**src/hdl/psbt_pkg.sv**
```systemverilog
// Shared types and constants for the per-slot status beacon throttle.
// No dependencies; every other file imports this package.
package psbt_pkg;

   localparam int MAX_SLOTS = 8;
   localparam int SLOT_W    = (MAX_SLOTS > 2) ? $clog2(MAX_SLOTS) : 1;

   // Field widths fixed by the item format
   localparam int OP_W    = 2;
   localparam int SLOTF_W = 3;
   localparam int PHASE_W = 2;
   localparam int CNT_W   = 32;
   localparam int TIME_W  = 32;
   localparam int IVL_W   = 16;
   localparam int CSR_IDX_W = 1;
   localparam int CSR_DAT_W = 16;

   localparam logic [IVL_W-1:0] INTERVAL_RESET = IVL_W'(1000);

   typedef enum logic [OP_W-1:0] {
      OP_NOTE   = 2'd0,
      OP_TICK   = 2'd1,
      OP_CANCEL = 2'd2,
      OP_CLEAR  = 2'd3
   } op_type;

   typedef enum logic [CSR_IDX_W-1:0] {
      CSR_ENABLE   = 1'd0,
      CSR_INTERVAL = 1'd1
   } csr_idx_type;

   typedef enum logic [1:0] {
      ST_IDLE,
      ST_WALK,
      ST_FLUSH
   } state_type;

   // Controller to datapath
   typedef struct packed {
      logic note_wr;
      logic cancel;
      logic clear_all;
      logic start;
      logic step;
      logic flush;
   } cmd_type;

   // Datapath to controller
   typedef struct packed {
      logic enable;
      logic fire;
      logic hold_valid;
      logic out_free;
      logic at_last;
   } stat_type;

endpackage

```
**src/hdl/psbt_if.sv**
```systemverilog
// Channel interfaces: request, beacon response and register write.
// Depends on psbt_pkg.
interface psbt_req_if;
   import psbt_pkg::*;
   logic                  valid;
   logic                  ready;
   logic [OP_W-1:0]       operation;
   logic [SLOTF_W-1:0]    slot;
   logic [PHASE_W-1:0]    phase;
   logic [CNT_W-1:0]      done_count;
   logic [CNT_W-1:0]      total_count;
   logic [TIME_W-1:0]     now_ms;
   modport source (output valid, operation, slot, phase, done_count, total_count, now_ms,
                   input ready);
   modport sink   (input valid, operation, slot, phase, done_count, total_count, now_ms,
                   output ready);
endinterface

interface psbt_rsp_if;
   import psbt_pkg::*;
   logic                  valid;
   logic                  ready;
   logic [SLOTF_W-1:0]    beacon_slot;
   logic [PHASE_W-1:0]    beacon_phase;
   logic [CNT_W-1:0]      beacon_done;
   logic [CNT_W-1:0]      beacon_total;
   logic                  last_of_tick;
   modport source (output valid, beacon_slot, beacon_phase, beacon_done, beacon_total,
                   last_of_tick, input ready);
   modport sink   (input valid, beacon_slot, beacon_phase, beacon_done, beacon_total,
                   last_of_tick, output ready);
endinterface

interface psbt_csr_if;
   import psbt_pkg::*;
   logic                  valid;
   logic                  ready;
   logic [CSR_IDX_W-1:0]  index;
   logic [CSR_DAT_W-1:0]  data;
   modport source (output valid, index, data, input ready);
   modport sink   (input valid, index, data, output ready);
endinterface

```
**src/hdl/per_slot_status_beacon_throttle.sv**
```systemverilog
// Per-slot status beacon throttle. Note, cancel and clear-all beats are taken
// while idle. A tick (with the enable register set) walks slots 1 to
// MAX_SLOTS-1, one slot per cycle through the slot store's single read port
// unless a held beacon must move out while the output is stalled, then flushes
// the final held beacon, if any, with its last mark. Ready stays low after the
// tick until the walk and any flush are done, so a stalled beacon output also
// delays the next beat. Beacons leave through a registered output; one beacon
// is held back internally so the last one of a tick can be marked.
// Depends on psbt_pkg, psbt_if.sv, psbt_ctrl and psbt_dp.
module per_slot_status_beacon_throttle (
   input  logic        clock,
   input  logic        reset,
   psbt_req_if.sink    req_chan,
   psbt_rsp_if.source  rsp_chan,
   psbt_csr_if.sink    csr_chan
);
   import psbt_pkg::*;

   cmd_type  cmd;
   stat_type stat;
   logic     req_ready;

   assign req_chan.ready = req_ready;

   // Sequencer
   psbt_ctrl u_ctrl (
      .clock     (clock),
      .reset     (reset),
      .req_valid (req_chan.valid),
      .req_op    (req_chan.operation),
      .req_ready (req_ready),
      .stat      (stat),
      .cmd       (cmd)
   );

   // Slot store and beacon path
   psbt_dp u_dp (
      .clock     (clock),
      .reset     (reset),
      .req_slot  (req_chan.slot),
      .req_phase (req_chan.phase),
      .req_done  (req_chan.done_count),
      .req_total (req_chan.total_count),
      .req_now   (req_chan.now_ms),
      .csr       (csr_chan),
      .rsp       (rsp_chan),
      .cmd       (cmd),
      .stat      (stat)
   );

endmodule

```
**src/hdl/psbt_ctrl.sv**
```systemverilog
// Sequencer: decodes request beats and walks a tick over the slots.
// Depends on psbt_pkg; drives the datapath through cmd_type.
module psbt_ctrl (
   input  logic                clock,
   input  logic                reset,
   input  logic                req_valid,
   input  logic [psbt_pkg::OP_W-1:0] req_op,
   output logic                req_ready,
   input  psbt_pkg::stat_type  stat,
   output psbt_pkg::cmd_type   cmd
);
   import psbt_pkg::*;

   state_type state_ff, state_in;
   op_type    op;

   assign op = op_type'(req_op);

   // State register
   always_ff @(posedge clock) begin
      if (reset) begin
         state_ff <= ST_IDLE;
      end else begin
         state_ff <= state_in;
      end
   end

   // Next state and commands
   always_comb begin
      state_in  = state_ff;
      cmd       = '0;
      req_ready = 1'b0;
      unique case (state_ff)
         ST_IDLE: begin
            req_ready = 1'b1;
            if (req_valid) begin
               unique case (op)
                  OP_NOTE:   cmd.note_wr   = 1'b1;
                  OP_CANCEL: cmd.cancel    = 1'b1;
                  OP_CLEAR:  cmd.clear_all = 1'b1;
                  OP_TICK: begin
                     if (stat.enable) begin
                        cmd.start = 1'b1;
                        state_in  = ST_WALK;
                     end
                  end
                  default: ;
               endcase
            end
         end
         ST_WALK: begin
            // stall only when a held beacon must move out and the output is busy
            if (!(stat.fire && stat.hold_valid && !stat.out_free)) begin
               cmd.step = 1'b1;
               if (stat.at_last) begin
                  state_in = ST_FLUSH;
               end
            end
         end
         ST_FLUSH: begin
            if (!stat.hold_valid) begin
               state_in = ST_IDLE;
            end else if (stat.out_free) begin
               cmd.flush = 1'b1;
               state_in  = ST_IDLE;
            end
         end
         default: state_in = ST_IDLE;
      endcase
   end

endmodule

```
**src/hdl/psbt_dp.sv**
```systemverilog
// Datapath: per-slot note store, throttle check, held beacon and output register.
// Depends on psbt_pkg and the channel interfaces in psbt_if.sv.
module psbt_dp (
   input  logic                clock,
   input  logic                reset,
   input  logic [psbt_pkg::SLOTF_W-1:0] req_slot,
   input  logic [psbt_pkg::PHASE_W-1:0] req_phase,
   input  logic [psbt_pkg::CNT_W-1:0]   req_done,
   input  logic [psbt_pkg::CNT_W-1:0]   req_total,
   input  logic [psbt_pkg::TIME_W-1:0]  req_now,
   psbt_csr_if.sink            csr,
   psbt_rsp_if.source          rsp,
   input  psbt_pkg::cmd_type   cmd,
   output psbt_pkg::stat_type  stat
);
   import psbt_pkg::*;

   // Config registers
   logic              enable_ff;
   logic [IVL_W-1:0]  interval_ff;

   // Per-slot state
   logic [MAX_SLOTS-1:0] pending_ff;
   logic [MAX_SLOTS-1:0] ever_ff;
   logic [PHASE_W-1:0]   note_phase_ff [MAX_SLOTS];
   logic [CNT_W-1:0]     note_done_ff  [MAX_SLOTS];
   logic [CNT_W-1:0]     note_total_ff [MAX_SLOTS];
   logic [PHASE_W-1:0]   att_phase_ff  [MAX_SLOTS];
   logic [TIME_W-1:0]    att_time_ff   [MAX_SLOTS];

   // Walk state
   logic [SLOT_W-1:0]    idx_ff;
   logic [TIME_W-1:0]    now_ff;

   // Held beacon (waits until we know whether it is the last one)
   logic                 hold_valid_ff;
   logic [SLOTF_W-1:0]   hold_slot_ff;
   logic [PHASE_W-1:0]   hold_phase_ff;
   logic [CNT_W-1:0]     hold_done_ff;
   logic [CNT_W-1:0]     hold_total_ff;

   // Output register
   logic                 rsp_valid_ff;
   logic [SLOTF_W-1:0]   rsp_slot_ff;
   logic [PHASE_W-1:0]   rsp_phase_ff;
   logic [CNT_W-1:0]     rsp_done_ff;
   logic [CNT_W-1:0]     rsp_total_ff;
   logic                 rsp_last_ff;

   logic                 slot_ok;
   logic [SLOT_W-1:0]    wr_idx;
   logic                 fresh;
   logic [TIME_W-1:0]    elapsed;
   logic                 fire;
   logic                 out_free;
   logic                 push_hold;

   // Request slot check and index
   assign slot_ok = (req_slot != '0) && (32'(req_slot) < 32'(MAX_SLOTS));
   assign wr_idx  = SLOT_W'(req_slot);

   // Throttle decision for the visited slot
   assign fresh   = !ever_ff[idx_ff] || (note_phase_ff[idx_ff] != att_phase_ff[idx_ff]);
   assign elapsed = now_ff - att_time_ff[idx_ff];
   assign fire    = pending_ff[idx_ff] && (fresh || (elapsed >= TIME_W'(interval_ff)));

   assign out_free  = !rsp_valid_ff || rsp.ready;
   assign push_hold = (cmd.step && fire && hold_valid_ff) || cmd.flush;

   assign stat.enable     = enable_ff;
   assign stat.fire       = fire;
   assign stat.hold_valid = hold_valid_ff;
   assign stat.out_free   = out_free;
   assign stat.at_last    = (idx_ff == SLOT_W'(MAX_SLOTS - 1));

   // Config port, always ready
   assign csr.ready = 1'b1;
   always_ff @(posedge clock) begin
      if (reset) begin
         enable_ff   <= 1'b0;
         interval_ff <= INTERVAL_RESET;
      end else if (csr.valid) begin
         unique case (csr_idx_type'(csr.index))
            CSR_ENABLE:   enable_ff   <= csr.data[0];
            CSR_INTERVAL: interval_ff <= csr.data[IVL_W-1:0];
            default: ;
         endcase
      end
   end

   // Slot valid bits
   always_ff @(posedge clock) begin
      if (reset) begin
         pending_ff <= '0;
         ever_ff    <= '0;
      end else if (cmd.clear_all) begin
         pending_ff <= '0;
         ever_ff    <= '0;
      end else if (cmd.cancel && slot_ok) begin
         pending_ff[wr_idx] <= 1'b0;
         ever_ff[wr_idx]    <= 1'b0;
      end else if (cmd.note_wr && slot_ok) begin
         pending_ff[wr_idx] <= 1'b1;
      end else if (cmd.step) begin
         pending_ff[idx_ff] <= 1'b0;
         if (fire) begin
            ever_ff[idx_ff] <= 1'b1;
         end
      end
   end

   // Slot payload
   always_ff @(posedge clock) begin
      if (cmd.note_wr && slot_ok) begin
         note_phase_ff[wr_idx] <= req_phase;
         note_done_ff[wr_idx]  <= req_done;
         note_total_ff[wr_idx] <= req_total;
      end
      if (cmd.step && fire) begin
         att_phase_ff[idx_ff] <= note_phase_ff[idx_ff];
         att_time_ff[idx_ff]  <= now_ff;
      end
   end

   // Walk counter and tick time
   always_ff @(posedge clock) begin
      if (reset) begin
         idx_ff <= SLOT_W'(1);
      end else if (cmd.start) begin
         idx_ff <= SLOT_W'(1);
      end else if (cmd.step) begin
         idx_ff <= idx_ff + SLOT_W'(1);
      end
   end

   always_ff @(posedge clock) begin
      if (cmd.start) begin
         now_ff <= req_now;
      end
   end

   // Held beacon
   always_ff @(posedge clock) begin
      if (reset) begin
         hold_valid_ff <= 1'b0;
      end else if (cmd.step && fire) begin
         hold_valid_ff <= 1'b1;
      end else if (cmd.flush) begin
         hold_valid_ff <= 1'b0;
      end
   end

   always_ff @(posedge clock) begin
      if (cmd.step && fire) begin
         hold_slot_ff  <= SLOTF_W'(idx_ff);
         hold_phase_ff <= note_phase_ff[idx_ff];
         hold_done_ff  <= note_done_ff[idx_ff];
         hold_total_ff <= note_total_ff[idx_ff];
      end
   end

   // Output register; last mark set only by the end-of-walk flush
   always_ff @(posedge clock) begin
      if (reset) begin
         rsp_valid_ff <= 1'b0;
      end else if (push_hold) begin
         rsp_valid_ff <= 1'b1;
      end else if (rsp.ready) begin
         rsp_valid_ff <= 1'b0;
      end
   end

   always_ff @(posedge clock) begin
      if (push_hold) begin
         rsp_slot_ff  <= hold_slot_ff;
         rsp_phase_ff <= hold_phase_ff;
         rsp_done_ff  <= hold_done_ff;
         rsp_total_ff <= hold_total_ff;
         rsp_last_ff  <= cmd.flush;
      end
   end

   assign rsp.valid        = rsp_valid_ff;
   assign rsp.beacon_slot  = rsp_slot_ff;
   assign rsp.beacon_phase = rsp_phase_ff;
   assign rsp.beacon_done  = rsp_done_ff;
   assign rsp.beacon_total = rsp_total_ff;
   assign rsp.last_of_tick = rsp_last_ff;

endmodule

```
**src/flat_wrapper.sv**
```systemverilog
// flat-port wrapper written by rule: the top's interface ports become plain ports
module per_slot_status_beacon_throttle_flat import psbt_pkg::*;
  (clock, reset, req_chan_valid, req_chan_operation, req_chan_slot, req_chan_phase, req_chan_done_count, req_chan_total_count, req_chan_now_ms, req_chan_ready, rsp_chan_valid, rsp_chan_beacon_slot, rsp_chan_beacon_phase, rsp_chan_beacon_done, rsp_chan_beacon_total, rsp_chan_last_of_tick, rsp_chan_ready, csr_chan_valid, csr_chan_index, csr_chan_data, csr_chan_ready);
  psbt_req_if req_chan_i ();
  psbt_rsp_if rsp_chan_i ();
  psbt_csr_if csr_chan_i ();
  input  logic clock;
  input  logic reset;
  input wire logic [$bits(req_chan_i.valid)-1:0] req_chan_valid;
  input wire logic [$bits(req_chan_i.operation)-1:0] req_chan_operation;
  input wire logic [$bits(req_chan_i.slot)-1:0] req_chan_slot;
  input wire logic [$bits(req_chan_i.phase)-1:0] req_chan_phase;
  input wire logic [$bits(req_chan_i.done_count)-1:0] req_chan_done_count;
  input wire logic [$bits(req_chan_i.total_count)-1:0] req_chan_total_count;
  input wire logic [$bits(req_chan_i.now_ms)-1:0] req_chan_now_ms;
  output wire logic [$bits(req_chan_i.ready)-1:0] req_chan_ready;
  output wire logic [$bits(rsp_chan_i.valid)-1:0] rsp_chan_valid;
  output wire logic [$bits(rsp_chan_i.beacon_slot)-1:0] rsp_chan_beacon_slot;
  output wire logic [$bits(rsp_chan_i.beacon_phase)-1:0] rsp_chan_beacon_phase;
  output wire logic [$bits(rsp_chan_i.beacon_done)-1:0] rsp_chan_beacon_done;
  output wire logic [$bits(rsp_chan_i.beacon_total)-1:0] rsp_chan_beacon_total;
  output wire logic [$bits(rsp_chan_i.last_of_tick)-1:0] rsp_chan_last_of_tick;
  input wire logic [$bits(rsp_chan_i.ready)-1:0] rsp_chan_ready;
  input wire logic [$bits(csr_chan_i.valid)-1:0] csr_chan_valid;
  input wire logic [$bits(csr_chan_i.index)-1:0] csr_chan_index;
  input wire logic [$bits(csr_chan_i.data)-1:0] csr_chan_data;
  output wire logic [$bits(csr_chan_i.ready)-1:0] csr_chan_ready;
  assign req_chan_i.valid = req_chan_valid;
  assign req_chan_i.operation = req_chan_operation;
  assign req_chan_i.slot = req_chan_slot;
  assign req_chan_i.phase = req_chan_phase;
  assign req_chan_i.done_count = req_chan_done_count;
  assign req_chan_i.total_count = req_chan_total_count;
  assign req_chan_i.now_ms = req_chan_now_ms;
  assign req_chan_ready = req_chan_i.ready;
  assign rsp_chan_valid = rsp_chan_i.valid;
  assign rsp_chan_beacon_slot = rsp_chan_i.beacon_slot;
  assign rsp_chan_beacon_phase = rsp_chan_i.beacon_phase;
  assign rsp_chan_beacon_done = rsp_chan_i.beacon_done;
  assign rsp_chan_beacon_total = rsp_chan_i.beacon_total;
  assign rsp_chan_last_of_tick = rsp_chan_i.last_of_tick;
  assign rsp_chan_i.ready = rsp_chan_ready;
  assign csr_chan_i.valid = csr_chan_valid;
  assign csr_chan_i.index = csr_chan_index;
  assign csr_chan_i.data = csr_chan_data;
  assign csr_chan_ready = csr_chan_i.ready;
  per_slot_status_beacon_throttle u_core (.clock(clock), .reset(reset), .req_chan(req_chan_i), .rsp_chan(rsp_chan_i), .csr_chan(csr_chan_i));
endmodule
```
**config.mk**
```make
export PLATFORM = sky130hd
export DESIGN_NAME = per_slot_status_beacon_throttle_flat
export DESIGN_NICKNAME = d
export VERILOG_FILES = /design/src/hdl/psbt_pkg.sv /design/src/hdl/psbt_if.sv /design/src/hdl/per_slot_status_beacon_throttle.sv /design/src/hdl/psbt_ctrl.sv /design/src/hdl/psbt_dp.sv /design/src/flat_wrapper.sv
export SDC_FILE = /design/constraint.sdc
export NUM_CORES = 1
export LEC_CHECK = 0
export BUFFER_PORTS_ARGS = -buffer_cell sky130_fd_sc_hd__buf_4
export CAP_MARGIN = 20
export CORE_ASPECT_RATIO = 0.8
export CORE_UTILIZATION = 50
export CTS_CLUSTER_DIAMETER = 60
export DETAILED_ROUTE_END_ITERATION = 6
export PLACE_DENSITY = 0.67
export SLEW_MARGIN = 20
export SYNTH_ARGS = -nofsm -noshare
export SYNTH_HDL_FRONTEND = slang
export SYNTH_SLANG_ARGS = --single-unit
```
**constraint.sdc**
```tcl
create_clock -name clock -period 14.4 [get_ports clock]
set_input_delay 2.16 -clock clock [delete_from_list [all_inputs] [get_ports clock]]
set_output_delay 2.16 -clock clock [all_outputs]
set_load 0.05 [all_outputs]
```
==> metrics <==
outcome finished clean; logic depth of the worst register-to-register path 23; peak supply drop 0.110 mV; setup repair after global routing missed its margin no; Die Span Y 249 um; area growth from synthesis to final layout 15.7%; total power per unit cell area 132 nW/um2; number of buffers added by the clock tree synthesis step 96; count of cells resized by post-cts repair 0; maximum clock frequency 125 MHz; overflow left after global routing 0; count of placed standard cells in the final layout, fillers left out 3470; CP most frequent cell nand2_1; slack of the critical path 6390 ps; cell count after synthesis 2087; Post-Synth Adder-Cell Area 0.0172; GP Congestion 0.933; CP delay by family, top buffers and inverters; remaining routing DRC violations 0; Crit path arrival time 8340 ps; final instance area 44200 um2; total number of nets in the final design 2550; hold path depth 0; Clock Path Buffers 3; ranking of synthesized cells by area edfxtp_1 76%, a22oi_1 5.1%, mux4_2 4.1%; Inst Count DP 3287; crit path buf inv count 3; maximum number of pins on one net before global-route repair 67; number of hold violations in the final report 0; number of antenna violations at the first check in global routing 4; combinational family with the most area after synthesis compound AO/OA/AOI/OAI gates; #FFs+latches synth 1014; distinct cell type count of the synthesized netlist 68; Slew HR 0.237; combined global-route utilization of all metal layers 0.224; synthesized-area fraction occupied by xor and xnor cells 0.00642; predominant post-synthesis flop cell edfxtp_1; Skew-Pair Late Insertion Delay 670 ps; number of setup violations in the final report 0; standard-cell row count 90; area fraction in and, or, nand and nor cells after synthesis 0.0399; post-place instance area 41100 um2; Worst setup EP type flip-flop; fraction of layout instances using a drive strength above 1 0.195; min cycle time layout 8010 ps; horizontal die dimension 311 um; minimum hold slack 412 ps; Top-Level Pins 198; Starting DRT DRC Count 1924; routed vias/inst 5.87; kind of start point of the critical path flip-flop; multiplexer area fraction after synthesis 0.0537; worst reg-to-reg setup slack 6390 ps; post-synth top area share 0.763; cell with the biggest individual delay on the critical path dfxtp_4; Setup Buffers After CTS 0; clock transition at the registers of the reported paths 60 ps; max-slew violation total from the final report 0; vias in the first global route 20600; share of the synthesized area in compound gates (AO/OA/AOI/OAI) 0.0824; count of input and output buffers 196; Critical Path Fanout Max 44; worst-margin pin slew 1140 ps; core area 75600 um2; CP max stage delay 680 ps; Die ar. 77500 um2; Max Clock Skew 36.1 ps; Data required, critical path 14730 ps; R2R Path End u_core.u_dp.hold_done_ff[27]; CTS tree yes; Power, Total 5.83 mW; initial core utilization 0.506; leading post-synthesis cells by instance count 971 x edfxtp_1, 258 x a22oi_1, 81 x nand2_1; share of synthesized flip-flops with an asynchronous set or reset 0; placed wire-length estimate 47000 um; series of cell instances along the critical path buf_4 > mux4_2 > mux2i_1 > ha_1 > a21oi_2 > nand2_1 > a221oi_4 > a21oi_4 > or2_2 > a31oi_1 > xnor2_1 > ha_1 > nand2_1 > o22ai_1 > nor3_1 > o2111ai_1 > nor4_2 > nand4_1 > or4_1 > a2111o_1 > nand2_1 > clkinv_2 > buf_4; most frequent cell after synthesis edfxtp_1; largest area contributor in the synthesized netlist edfxtp_1; count of vias placed by the detailed router 20400; clock sink count 1014; wire per inst 25.1 um; Netlist Area Pre-Place 38200 um2; placement-stage worst setup slack 6320 ps; Setup Crit Path Kind flip-flop to flip-flop; share of the clock period used by the worst path after layout 0.556; Detail Route Antenna Nets 0; register area share after synthesis 0.786; Yosys Warn Count 0; wire length of the first global-routing pass 130000 um; H-tree depth 3; fin util 0.585; hold-critical path endpoint u_core.u_dp.rsp.beacon_done[31]; Final TNS setup 0 ps; Post-synth EDFFs 971; Max-Cap Viols 0; Root Driver clkbuf_16; Avg Inst Size Synth 18.3 um2; total routed wirelength 87100 um; CTS Hold Bufs 0; launch instance of the worst min-delay path u_core.u_dp.hold_done_ff[31]; static leakage power 14.5 nW; total iterations of the first detailed-routing run 5; class of the tightest hold or removal check flip-flop to flip-flop
flip-flops by register name, indices dropped and copies added, names as in the netlist, 32 cells and up, named ones only:
signal,count
u_core.u_dp.hold_done_ff,32
u_core.u_dp.rsp.beacon_done,32
u_core.u_dp.note_done_ff,256
u_core.u_dp.hold_total_ff,32
u_core.u_dp.att_time_ff,256
u_core.u_dp.note_total_ff,256
u_core.u_dp.now_ff,32
u_core.u_dp.rsp.beacon_total,32
report_power, final:
part	leakage [nW]	internal, mW	switching (mW)
combinational	3.89	0.0479	0.0726
clock	1.51	1.37	1.08
sequential	9.14	3.24	0.0109
total	14.5	4.66	1.16
cells in the final DEF (no fill, tap or decap), types with 11 or more instances in the layout:
master,n
xor2_1,17
nand4_1,77
a21oi_1,60
o21ai_0,26
clkbuf_1,26
mux2i_1,42
clkinv_2,18
a21o_1,16
dfxtp_1,40
clkbuf_16,99
buf_4,226
xnor2_1,11
conb_1,67
nand3_1,21
edfxtp_1,971
nand2_1,80
nand3b_1,12
a22oi_1,258
ha_1,51
inv_1,36
o21a_1,13
clkinv_1,18
nor2_1,39
mux4_2,70
area by class of cell:
cell class,count,area (um2)
Multi-Input combinational cell,998,7980
Fill cell,5520,31400
Antenna cell,1,2.50
Clock buffer,130,2640
Sequential cell,1014,30000
Tap cell,1012,1270
Timing Repair Buffer,226,1700
Clock inverter,52,448
Inverter,37,140
routing by layer:
layer  global-route usage  part of all wire  vias up
met1                0.330              0.44    10400
li1                     -                 -     9039
met4               0.0557             0.020        6
met3               0.0443             0.074      123
met5                    0           0.00046        -
met2                0.346              0.47      782
how the worst max path moves through the flow:
stage	start	end	slack [ps]	cells after the start
after global routing	flip-flop	u_core.u_dp.hold_done_ff[15]	5760	23
after global placement	flip-flop	u_core.u_dp.hold_total_ff[2]	6470	23
after floorplan	flip-flop	u_core.u_dp.rsp.beacon_done[0]	6690	24
final	flip-flop	u_core.u_dp.hold_done_ff[27]	6390	23
after CTS	flip-flop	u_core.u_dp.hold_done_ff[15]	6350	23
after detailed placement	flip-flop	u_core.u_dp.hold_total_ff[2]	6320	23
kinds of logic after synthesis:
logic type	count (synthesis)
other	2
AO/OA/AOI/OAI	439
adder cells (fa/ha/maj)	52
XOR/XNOR	28
buffers and inverters	140
flip-flops	1014
multiplexers	117
AND/OR/NAND/NOR	295
Note: power is estimated with default switching activity, not from simulation.
